==> config.mk <==
export PLATFORM = sky130hd
export DESIGN_NAME = per_class_bandwidth_window_limiter
export DESIGN_NICKNAME = d
export VERILOG_FILES = /design/src/hdl/pcbw_pkg.sv /design/src/hdl/pcbw_class_mem.sv /design/src/hdl/pcbw_totals.sv /design/src/hdl/per_class_bandwidth_window_limiter.sv
export SDC_FILE = /design/constraint.sdc
export NUM_CORES = 2
export LEC_CHECK = 0
export BUFFER_PORTS_ARGS = -buffer_cell sky130_fd_sc_hd__buf_2
export CORE_AREA = 8 8 740 742
export CTS_CLUSTER_DIAMETER = 150
export CTS_CLUSTER_SIZE = 25
export DETAILED_ROUTE_END_ITERATION = 8
export DIE_AREA = 0 0 748 750
export GPL_TIMING_DRIVEN = 0
export HOLD_SLACK_MARGIN = 0.12
export PLACE_DENSITY_LB_ADDON = 0.05
export SYNTH_ARGS = -nofsm -noshare
export SYNTH_HDL_FRONTEND = slang
export SYNTH_HIERARCHICAL = 1
export SYNTH_SLANG_ARGS = --single-unit
==> constraint.sdc <==
create_clock -name clk -period 26.7 [get_ports clk]
set_clock_uncertainty 0.2 [all_clocks]
set_input_delay 5.34 -clock clk [delete_from_list [all_inputs] [get_ports clk]]
set_output_delay 5.34 -clock clk [all_outputs]
set_load 0.02 [all_outputs]
==> src/hdl/pcbw_pkg.sv <==
package pcbw_pkg;

  localparam int CNT_W       = 32;
  localparam int BYTES_W     = 48;
  localparam int PKT_BYTES_W = 24;
  localparam int CLASS_W     = 5;
  localparam int CFG_IDX_W   = 3;
  localparam int CFG_DATA_W  = 48;

  localparam logic CMD_PACKET = 1'b0;
  localparam logic CMD_TICK   = 1'b1;

  typedef enum logic [CFG_IDX_W-1:0] {
    CFG_PERIOD      = 3'd0,
    CFG_TOT_CNT_LIM = 3'd1,
    CFG_TOT_BYT_LIM = 3'd2,
    CFG_CLS_CNT_LIM = 3'd3,
    CFG_CLS_BYT_LIM = 3'd4
  } cfg_idx_e;

  typedef struct packed {
    logic [CNT_W-1:0]   count;
    logic [BYTES_W-1:0] bytes;
  } class_entry_t;

  typedef struct packed {
    logic               win_clear;
    logic [CNT_W-1:0]   count_now;
    logic [BYTES_W-1:0] bytes_now;
    logic               count_over;
    logic               bytes_over;
  } tot_res_t;

  function automatic logic [CNT_W-1:0] sat_inc(input logic [CNT_W-1:0] a);
    logic [CNT_W-1:0] r;
    r = (a == '1) ? a : a + CNT_W'(1);
    return r;
  endfunction

  function automatic logic [BYTES_W-1:0] sat_add_bytes(input logic [BYTES_W-1:0] a,
                                                       input logic [PKT_BYTES_W-1:0] b);
    logic [BYTES_W:0] s;
    s = {1'b0, a} + (BYTES_W+1)'(b);
    return s[BYTES_W] ? '1 : s[BYTES_W-1:0];
  endfunction

endpackage

==> src/hdl/pcbw_class_mem.sv <==
module pcbw_class_mem #(
  parameter int DEPTH  = 32,
  parameter int ADDR_W = 5
) (
  input  logic                   clk,
  input  logic                   rd_en,
  input  logic [ADDR_W-1:0]      rd_addr,
  output pcbw_pkg::class_entry_t rd_data,
  input  logic                   wr_en,
  input  logic [ADDR_W-1:0]      wr_addr,
  input  pcbw_pkg::class_entry_t wr_data
);
  import pcbw_pkg::*;

  class_entry_t mem [DEPTH];
  class_entry_t rd_data_r;

  always_ff @(posedge clk) begin
    if (wr_en) begin
      mem[wr_addr] <= wr_data;
    end
  end

  always_ff @(posedge clk) begin
    if (rd_en) begin
      rd_data_r <= mem[rd_addr];
    end
  end

  assign rd_data = rd_data_r;

endmodule

==> src/hdl/pcbw_totals.sv <==
module pcbw_totals (
  input  logic                            clk,
  input  logic                            rst_n,
  input  logic                            tick_en,
  input  logic                            pkt_en,
  input  logic [pcbw_pkg::PKT_BYTES_W-1:0] pkt_bytes,
  input  logic [pcbw_pkg::CNT_W-1:0]       period,
  input  logic [pcbw_pkg::CNT_W-1:0]       count_limit,
  input  logic [pcbw_pkg::BYTES_W-1:0]     bytes_limit,
  output pcbw_pkg::tot_res_t              res
);
  import pcbw_pkg::*;

  logic [CNT_W-1:0]   elapsed_r, elapsed_nxt;
  logic [CNT_W-1:0]   count_r;
  logic [BYTES_W-1:0] bytes_r;
  logic [CNT_W-1:0]   count_base;
  logic [BYTES_W-1:0] bytes_base;

  always_comb begin
    res.win_clear  = elapsed_r > period;
    count_base     = res.win_clear ? '0 : count_r;
    bytes_base     = res.win_clear ? '0 : bytes_r;
    res.count_now  = sat_inc(count_base);
    res.bytes_now  = sat_add_bytes(bytes_base, pkt_bytes);
    res.count_over = res.count_now > count_limit;
    res.bytes_over = res.bytes_now > bytes_limit;

    elapsed_nxt = elapsed_r;
    if (tick_en) begin
      elapsed_nxt = sat_inc(elapsed_r);
    end else if (pkt_en && res.win_clear) begin
      elapsed_nxt = '0;
    end
  end

  always_ff @(posedge clk) begin
    if (!rst_n) begin
      elapsed_r <= '0;
      count_r   <= '0;
      bytes_r   <= '0;
    end else begin
      elapsed_r <= elapsed_nxt;
      if (pkt_en) begin
        count_r <= res.count_now;
        bytes_r <= res.bytes_now;
      end
    end
  end

endmodule

==> src/hdl/per_class_bandwidth_window_limiter.sv <==
// Per-class fixed-window bandwidth limiter.
//
// Input channel (in_*): one transaction per packet (in_cmd = 0) or per time
// tick (in_cmd = 1). Ticks advance a saturating elapsed counter and return
// nothing. Each packet returns exactly one transaction on out_* carrying the
// total and per-class counts and byte sums after the packet, one flag per
// limit and an overall exceeded flag.
//
// out_valid rises once the accepted packet has passed the update stage and
// then the output register. One transaction is taken every cycle while
// in_stall is low, set by the single read-modify-write pass over the
// class counter RAM: the read is issued at acceptance, update and
// write-back happen in the update stage; same-class writes are forwarded.
//
// Reset (rst_n low, synchronous) loads the register defaults, zeroes the
// totals and elapsed count and marks every class entry empty; no clearing
// pass is run. While out_stall holds a finished result, one more packet
// waits in the update stage with in_stall high. Configuration (cfg_*) is
// to be written only while idle; the block does not enforce this.
module per_class_bandwidth_window_limiter #(
  parameter int CLASS_COUNT = 32
) (
  input  logic                              clk,
  input  logic                              rst_n,
  input  logic                              in_valid,
  output logic                              in_stall,
  input  logic                              in_cmd,
  input  logic [pcbw_pkg::CLASS_W-1:0]      in_packet_class,
  input  logic [pcbw_pkg::PKT_BYTES_W-1:0]  in_packet_bytes,
  output logic                              out_valid,
  input  logic                              out_stall,
  output logic                              out_exceeded,
  output logic                              out_total_count_over,
  output logic                              out_total_bytes_over,
  output logic                              out_class_count_over,
  output logic                              out_class_bytes_over,
  output logic [pcbw_pkg::CNT_W-1:0]        out_total_count_now,
  output logic [pcbw_pkg::BYTES_W-1:0]      out_total_bytes_now,
  output logic [pcbw_pkg::CNT_W-1:0]        out_class_count_now,
  output logic [pcbw_pkg::BYTES_W-1:0]      out_class_bytes_now,
  input  logic                              cfg_we,
  input  logic [pcbw_pkg::CFG_IDX_W-1:0]    cfg_index,
  input  logic [pcbw_pkg::CFG_DATA_W-1:0]   cfg_wdata
);
  import pcbw_pkg::*;

  localparam int IDX_W     = (CLASS_COUNT > 1) ? $clog2(CLASS_COUNT) : 1;
  localparam int CLS_EXT_W = 9;

  // configuration
  logic [CNT_W-1:0]   period_r;
  logic [CNT_W-1:0]   tot_cnt_lim_r;
  logic [BYTES_W-1:0] tot_byt_lim_r;
  logic [CNT_W-1:0]   cls_cnt_lim_r;
  logic [BYTES_W-1:0] cls_byt_lim_r;

  always_ff @(posedge clk) begin
    if (!rst_n) begin
      period_r      <= CNT_W'(1000000);
      tot_cnt_lim_r <= '1;
      tot_byt_lim_r <= '1;
      cls_cnt_lim_r <= '1;
      cls_byt_lim_r <= '1;
    end else if (cfg_we) begin
      case (cfg_index)
        CFG_PERIOD:      period_r      <= cfg_wdata[CNT_W-1:0];
        CFG_TOT_CNT_LIM: tot_cnt_lim_r <= cfg_wdata[CNT_W-1:0];
        CFG_TOT_BYT_LIM: tot_byt_lim_r <= cfg_wdata[BYTES_W-1:0];
        CFG_CLS_CNT_LIM: cls_cnt_lim_r <= cfg_wdata[CNT_W-1:0];
        CFG_CLS_BYT_LIM: cls_byt_lim_r <= cfg_wdata[BYTES_W-1:0];
        default: ;
      endcase
    end
  end

  // input decode
  logic                 in_acc;
  logic [CLS_EXT_W-1:0] cls_ext;
  logic                 in_in_range;
  logic [IDX_W-1:0]     in_idx;

  assign in_acc      = in_valid & ~in_stall;
  assign cls_ext     = CLS_EXT_W'(in_packet_class);
  assign in_in_range = cls_ext < CLS_EXT_W'(CLASS_COUNT);
  assign in_idx      = cls_ext[IDX_W-1:0];

  // update stage
  logic                   s1_valid_r;
  logic                   s1_cmd_r;
  logic                   s1_in_range_r;
  logic [IDX_W-1:0]       s1_idx_r;
  logic [PKT_BYTES_W-1:0] s1_bytes_r;
  logic                   fwd_r;
  class_entry_t           fwd_data_r;
  logic [CLASS_COUNT-1:0] valid_r, valid_nxt;

  logic         s1_tick, s1_pkt, s1_adv, out_load_ok, mem_we;
  class_entry_t mem_rd_data, cls_old, cls_new;
  tot_res_t     tot;
  logic         cc_over, cb_over;

  logic out_valid_r;

  assign out_load_ok = ~out_valid_r | ~out_stall;
  assign s1_tick     = s1_valid_r & (s1_cmd_r == CMD_TICK);
  assign s1_pkt      = s1_valid_r & (s1_cmd_r == CMD_PACKET);
  assign s1_adv      = s1_tick | (s1_pkt & out_load_ok);
  assign in_stall    = s1_valid_r & ~s1_adv;
  assign mem_we      = s1_adv & s1_pkt & s1_in_range_r;

  pcbw_totals u_totals (
    .clk         (clk),
    .rst_n       (rst_n),
    .tick_en     (s1_tick),
    .pkt_en      (s1_adv & s1_pkt),
    .pkt_bytes   (s1_bytes_r),
    .period      (period_r),
    .count_limit (tot_cnt_lim_r),
    .bytes_limit (tot_byt_lim_r),
    .res         (tot)
  );

  pcbw_class_mem #(
    .DEPTH  (CLASS_COUNT),
    .ADDR_W (IDX_W)
  ) u_mem (
    .clk     (clk),
    .rd_en   (in_acc),
    .rd_addr (in_idx),
    .rd_data (mem_rd_data),
    .wr_en   (mem_we),
    .wr_addr (s1_idx_r),
    .wr_data (cls_new)
  );

  always_comb begin
    // window clear wins, then the write that raced our read, then the RAM if the entry is valid, else zero
    if (tot.win_clear) begin
      cls_old = '0;
    end else if (fwd_r) begin
      cls_old = fwd_data_r;
    end else if (valid_r[s1_idx_r]) begin
      cls_old = mem_rd_data;
    end else begin
      cls_old = '0;
    end
    cls_new.count = sat_inc(cls_old.count);
    cls_new.bytes = sat_add_bytes(cls_old.bytes, s1_bytes_r);
    cc_over = s1_in_range_r & (cls_new.count > cls_cnt_lim_r);
    cb_over = s1_in_range_r & (cls_new.bytes > cls_byt_lim_r);

    valid_nxt = valid_r;
    if (s1_adv && s1_pkt && tot.win_clear) begin
      valid_nxt = '0;
    end
    if (mem_we) begin
      valid_nxt[s1_idx_r] = 1'b1;
    end
  end

  always_ff @(posedge clk) begin
    if (!rst_n) begin
      s1_valid_r <= 1'b0;
      valid_r    <= '0;
    end else begin
      valid_r <= valid_nxt;
      if (in_acc) begin
        s1_valid_r <= 1'b1;
      end else if (s1_adv) begin
        s1_valid_r <= 1'b0;
      end
    end
  end

  always_ff @(posedge clk) begin
    if (in_acc) begin
      s1_cmd_r      <= in_cmd;
      s1_in_range_r <= in_in_range;
      s1_idx_r      <= in_idx;
      s1_bytes_r    <= in_packet_bytes;
      fwd_r         <= mem_we & (in_idx == s1_idx_r);
      fwd_data_r    <= cls_new;
    end
  end

  // output register
  always_ff @(posedge clk) begin
    if (!rst_n) begin
      out_valid_r <= 1'b0;
    end else if (s1_adv && s1_pkt) begin
      out_valid_r <= 1'b1;
    end else if (!out_stall) begin
      out_valid_r <= 1'b0;
    end
  end

  always_ff @(posedge clk) begin
    if (s1_adv && s1_pkt) begin
      out_exceeded         <= tot.count_over | tot.bytes_over | cc_over | cb_over;
      out_total_count_over <= tot.count_over;
      out_total_bytes_over <= tot.bytes_over;
      out_class_count_over <= cc_over;
      out_class_bytes_over <= cb_over;
      out_total_count_now  <= tot.count_now;
      out_total_bytes_now  <= tot.bytes_now;
      out_class_count_now  <= s1_in_range_r ? cls_new.count : '0;
      out_class_bytes_now  <= s1_in_range_r ? cls_new.bytes : '0;
    end
  end

  assign out_valid = out_valid_r;

endmodule

---- After elaboration in Yosys (flattened, before gate mapping) ----
Memory sizes are Yosys's and may differ from the RTL's. A register that Yosys moved wholly into a read port is not among the register bits.
Cells that the tools add are included.
storage, ports and cells
  bits in registers ....................... 615
  RAM bits ................................ 2560
  input port bits ......................... 86
  output and inout bits ................... 167
  memories kept ........................... 1
cells by class
  add/sub/neg operators ................... 5
  magnitude comparators ................... 8
  equality and inequality tests ........... 10
  multiplexer cells ....................... 24
  bitwise logic cells ..................... 21
  reduce and logical (&&, ||, !) cells .... 13
memories
  memory     depth  width  rd ports  clocked after memory_dff  wr ports  RTL line              source
  u_mem.mem  32     80     1         1                         1         pcbw_class_mem.sv:15  class_entry_t mem [DEPTH];
operators with widths
  cell                                                                          number
  32-bit 2-to-1 mux                                                             8
  80-bit 2-to-1 mux                                                             3
  48-bit 2-to-1 mux                                                             3
  48-bit by 24-bit adder with 49-bit output                                     2
  32-bit by 1-bit adder with 32-bit output, second input constant               3
  32-bit == test, second input constant                                         3
  32-bit greater-than comparator                                                3
  48-bit greater-than comparator                                                2
  32-bit OR                                                                     1
  5-bit by 6-bit less-than comparator with 1-bit output, second input constant  2
  2-bit AND reduction                                                           6
  1-bit AND                                                                     10
  1-bit 2-to-1 mux                                                              8
  3-bit by 2-bit == test with 1-bit output, second input constant               2
  1-bit binary-select mux with 5-bit select                                     1
  1-bit demux with 5-bit select                                                 1
  5-bit == test                                                                 1
  5-bit by 1-bit >= comparator with 1-bit output, second input constant         1
  1-bit inverter                                                                5
  1-bit OR                                                                      5
  1-bit logical AND                                                             4
  2-bit nonzero test                                                            2
  3-bit by 1-bit == test with 1-bit output, second input constant               1
  3-bit == test, second input constant                                          1
  other kinds (3)                                                               3

---- Logic depth before layout (Yosys ltp) ----
  word-level depth ........................ 11
  depth in mapped cells ................... 42
  depth with buffers taken out ............ 32

---- Hierarchy ----
The synthesis kept the hierarchy.
by module, submodules not included
  module                              times used  cells each  area each (um^2)  sequential area each (um^2)
  pcbw_class_mem                      1           4682        99694.4           79276.0
  per_class_bandwidth_window_limiter  1           2217        23007.1           12812.3
  pcbw_totals                         1           1467        10816.6           2242.2

---- Worst setup path after synthesis ----
No wires, ideal clock.
  path kind ............................... input port to flip-flop
  from .................................... in out_stall
  to ...................................... mem u_mem/mem[14][0] in the netlist's numbering, enable pin
  library setup time ...................... 0.519 ns
  data arrival time ....................... 19.451 ns
  setup slack ............................. 6.529 ns
  cell stages on the path ................. 3
  path buffers ............................ 0
  cells stage by stage .................... a21oi_1 nand3b_1 nor2_1
between the ends
  longest elaborated chain between the ends .. 8
ends and longest elaborated chain
  item                                    RTL line                                   source
  from (decl)                             per_class_bandwidth_window_limiter.sv:31   input logic out_stall,
  1-bit inverter                          per_class_bandwidth_window_limiter.sv:104  assign out_load_ok = ~out_valid_r | ~out_stall;
  1-bit OR                                per_class_bandwidth_window_limiter.sv:104
  1-bit AND                               per_class_bandwidth_window_limiter.sv:107  assign s1_adv = s1_tick | (s1_pkt & out_load_ok);
  1-bit OR                                per_class_bandwidth_window_limiter.sv:107
  1-bit AND (2 in series)                 per_class_bandwidth_window_limiter.sv:109  assign mem_we = s1_adv & s1_pkt & s1_in_range_r;
  1-bit 2-to-1 mux                        pcbw_class_mem.sv:19                       if (wr_en) begin
  1-bit 2-to-1 mux (implied by the code)  pcbw_class_mem.sv:20                       mem[wr_addr] <= wr_data;
  to (decl)                               pcbw_class_mem.sv:15
No other way between the ends.

==> results.md <==
* Type of the tightest min-delay check: flop to flop
* P&R area growth vs syn at 15.3%
* Synth Register Bits at ~3,300
* Detailed Place HPWL at 393,000 µm
* Final setup margin at 11.45 ns
* Vias in the first global route at about 80,000
* Core Area at 535,000 µm²
* Met3 routed wirelength at 20,700 µm
* Drt initial violations at between 6,000 and 7,000
* First-pass GRT wire length at around 720,000 µm
* CTS sink count at 3,254
* Largest net degree at the start of global routing at 36
* Die X at 748 µm
* Post-cts resize count at 0
* Most common cell in the synthesized netlist: edfxtp_1
* Synth async-reset ratio at 0%
* Gpl congestion at a little over 0.8
* Pwr dens at slightly above 60 nW/µm²
* Hold Buf Count CTS at 0
* Max FO, Critical Path at 36
* Vias/cell at 4.83
* CP arrival at 15.75 ns
* CTS clock-pin slew for the worst setup and hold paths at 0.11 ns
* Post-CTS Setup Inserts at 0
* Internal at between 7 and 8 mW
* Combinational share of power at between 10% and 20%
* H-tree levels at 4
* VDD IR max at roughly 0.000048 V
* Drt pass-1 iters at 5
* Routed wire length per instance at 33.2 µm
* Worst Tran Pin Value at ~1.5 ns
* R2R Path Start: u_totals/elapsed_r[14]
* Met2 wire length at 259,000 µm
* Detailed Route WL at 536,000 µm
* Syn avg cell area at 16.0 µm²
* M1 WL at 248,000 µm
* Final hold violation count at 0
* Routed Antenna Nets at 0
* Yosys cell types at 109
* Reg2Reg Depth at 40
* Register area share after synthesis at between 70% and 80%
* Hold Path Stages at 2
* Number of synthesized flops with an enable pin at 2,916
* Die area at 561,000 µm²
* Critical Path Max Stage Delay at slightly above 0.8 ns
* CTS tree: yes
* Final setup fails at 0
* Synth Net Count at ~8,700
* CP Data Required Time at roughly 27 ns
* Post-synth top flop: edfxtp_1
* Max-slew violation count at 11
* # IOs at between 200 and 300
* CTS buffer count at 153
* Total grt overflow at 0
* Synth area leaders: edfxtp_1, mux4_2, dfxtp_1
* Total leakage power at about 52 nW
* Dominant cell type by area after synthesis: edfxtp_1
* Setup_tns at 0 ns
* Initial core utilization at about a quarter
* Sw power at 2.46 mW
* YS warnings at 6
* Share of layout cells above drive strength 1 at 15.4%
* Pre-CTS WS at 11.14 ns
* # Max-Cap Violations at 1
* CP most frequent cell: clkbuf_1
* Hold_ws at 0.272 ns
* Flop2flop setup slack at between 10 and 15 ns
* Clock Power Share at 29.2%
* Final worst path period share at 57.1%
* Nets at 9,367
* Slew HR at -1.58%
* FF-to-FF End: out_exceeded
* Flop pwr share at around 60%
* Overall Global Routing Usage at 18.5%
* Synth top cells by count: edfxtp_1, mux2i_1, nand2_1, a22oi_1, dfxtp_1
* Placement row count at 269
* Max layer used: met5
* Hold EP: period_r[27]
* Post-synthesis cell count at 8,366
* RSZ-0062 raised after global routing: false
* Max Freq at 65.6 MHz
* IO Port Bufs at 251
* Top-area cell type share of the netlist area at 65.6%
* Switching part of the total at around a quarter
* DR vias at 78,042
* Die extent in y at 750 µm
* Outcome: complete, but fails checks
* Initial antenna violation count at 50
* Worst-Skew Late Latency at 0.97 ns
* Violated checks: capacitance limit, slew limit
* Root buffer cell: clkbuf_16
* Hold_sp: period_r[27]
* Crit. Startpoint: u_totals/elapsed_r[14]
* Slowest CP cell: clkbuf_1
* Post-route DRC at 0
* Worst setup SP type: flop
* Critical path capture point type: flop
* WS Path Type: flop to flop
* Max Root-Sink Buffers at 4
* Mapped Area at 134,000 µm²
* Tmin final at 15.25 ns
-- how the worst max path moves through the flow --
stage                             to  slack, ns  depth (start not counted)
floorplan           u_mem/mem[14][0]       6.53                          3
global placement    u_mem/mem[2][10]     -13.33                          4
detailed placement      out_exceeded      11.14                         41
CTS                     out_exceeded      11.06                         41
global route            out_exceeded      10.78                         40
finish                  out_exceeded      11.45                         40
-- routing by layer --
metal,vias up,GRT usage [%]
met5,-,0
met4,2,2.75
met1,42016,25.8
li1,33955,-
met3,306,1.93
met2,1763,31.6
-- flip-flops by register name, summed over array words and instances (netlist names), 48 cells and up --
| signal | count |
|---|---|
| fwd_data_r | 80 |
| out_class_bytes_now | 48 |
| tot_byt_lim_r | 48 |
| cls_byt_lim_r | 48 |
| u_mem/mem | 2560 |
| out_total_bytes_now | 48 |
| u_mem/rd_data | 80 |
| u_totals/bytes_r | 48 |
-- cells in the final DEF, fill, tap and decap left out, types with 23 or more instances in the layout --
| master | instances |
|---|---|
| buf_8 | 23 |
| clkbuf_16 | 158 |
| buf_2 | 395 |
| nand4_1 | 130 |
| xor2_1 | 54 |
| a21boi_0 | 36 |
| buf_4 | 26 |
| a211oi_1 | 23 |
| clkbuf_1 | 261 |
| buf_1 | 25 |
| buf_6 | 32 |
| buf_12 | 212 |
| nand2_2 | 39 |
| and2_1 | 75 |
| o21ai_0 | 115 |
| and3_1 | 63 |
| a22oi_1 | 459 |
| ha_1 | 243 |
| a21o_1 | 54 |
| mux4_2 | 320 |
| xnor2_1 | 83 |
| a21oi_1 | 222 |
| nand2_1 | 524 |
| o21a_1 | 33 |
| nand3b_1 | 25 |
| inv_1 | 224 |
| nor2_1 | 230 |
| nand3_1 | 332 |
| dfxtp_1 | 338 |
| o211ai_1 | 94 |
| mux2i_1 | 658 |
| a31oi_1 | 73 |
| nor3_1 | 40 |
| a22o_1 | 49 |
| edfxtp_1 | 2916 |
| nor2_4 | 33 |
| nor2b_1 | 82 |
-- cell families (layout without fill, tap and decap cells) --
family / count (synthesis) / in the layout / share of synthesized area, %
mux: 986 / 986 / 10.4
fa+ha+maj: 245 / 245 / 2.31
simple gates: 1715 / 1715 / 6.33
buf+inv: 688 / 1401 / 2.29
flops: 3254 / 3254 / 70.6
other cells: 0 / 19 / 0
compound gates: 1313 / 1313 / 6.94
xor+xnor: 165 / 165 / 1.08
-- layout make-up --
type / instances / area, µm²
antenna: 19 / 47.5
fill: 53460 / 381000
sequential: 3254 / 94300
multi-input combinational: 4424 / 37000
buffer: 459 / 2200
timing repair buffer: 515 / 6530
tap: 7046 / 8820
clock buffer: 187 / 4070
clock inverter: 11 / 135
inverter: 229 / 860
-- stage by stage --
stage	util (%)	area, µm²	std cells	total power [mW]
floorplan	-	134000	8366	6.32
global placement	26.8	144000	15663	6.85
detailed placement	28.0	150000	15927	6.91
CTS	28.8	154000	16125	9.74
global route	28.8	154000	16127	9.92
finish	28.8	154000	16144	9.56
-- worst max-delay path: cells and delay by family, from the launching register on --
kind	cells	cell delay [ns]
AO/OA/AOI/OAI	14	3.73
adder cells (fa/ha/maj)	4	1.68
buffers and inverters	11	5.74
flip-flops	1	0.41
AND/OR/NAND/NOR	11	3.13
-- power by group through the flow --
stage / clock network (mW) / registers (mW) / logic, mW
3_3_place_gp: 0 / 5.91 / 0.934
4_1_cts: 2.94 / 5.75 / 1.05
5_1_grt: 3.08 / 5.76 / 1.08
6_report: 2.80 / 5.75 / 1.01
2_1_floorplan: 0 / 5.87 / 0.448
3_5_place_dp: 0 / 5.87 / 1.04
Note: power is estimated with default switching activity, not from simulation.
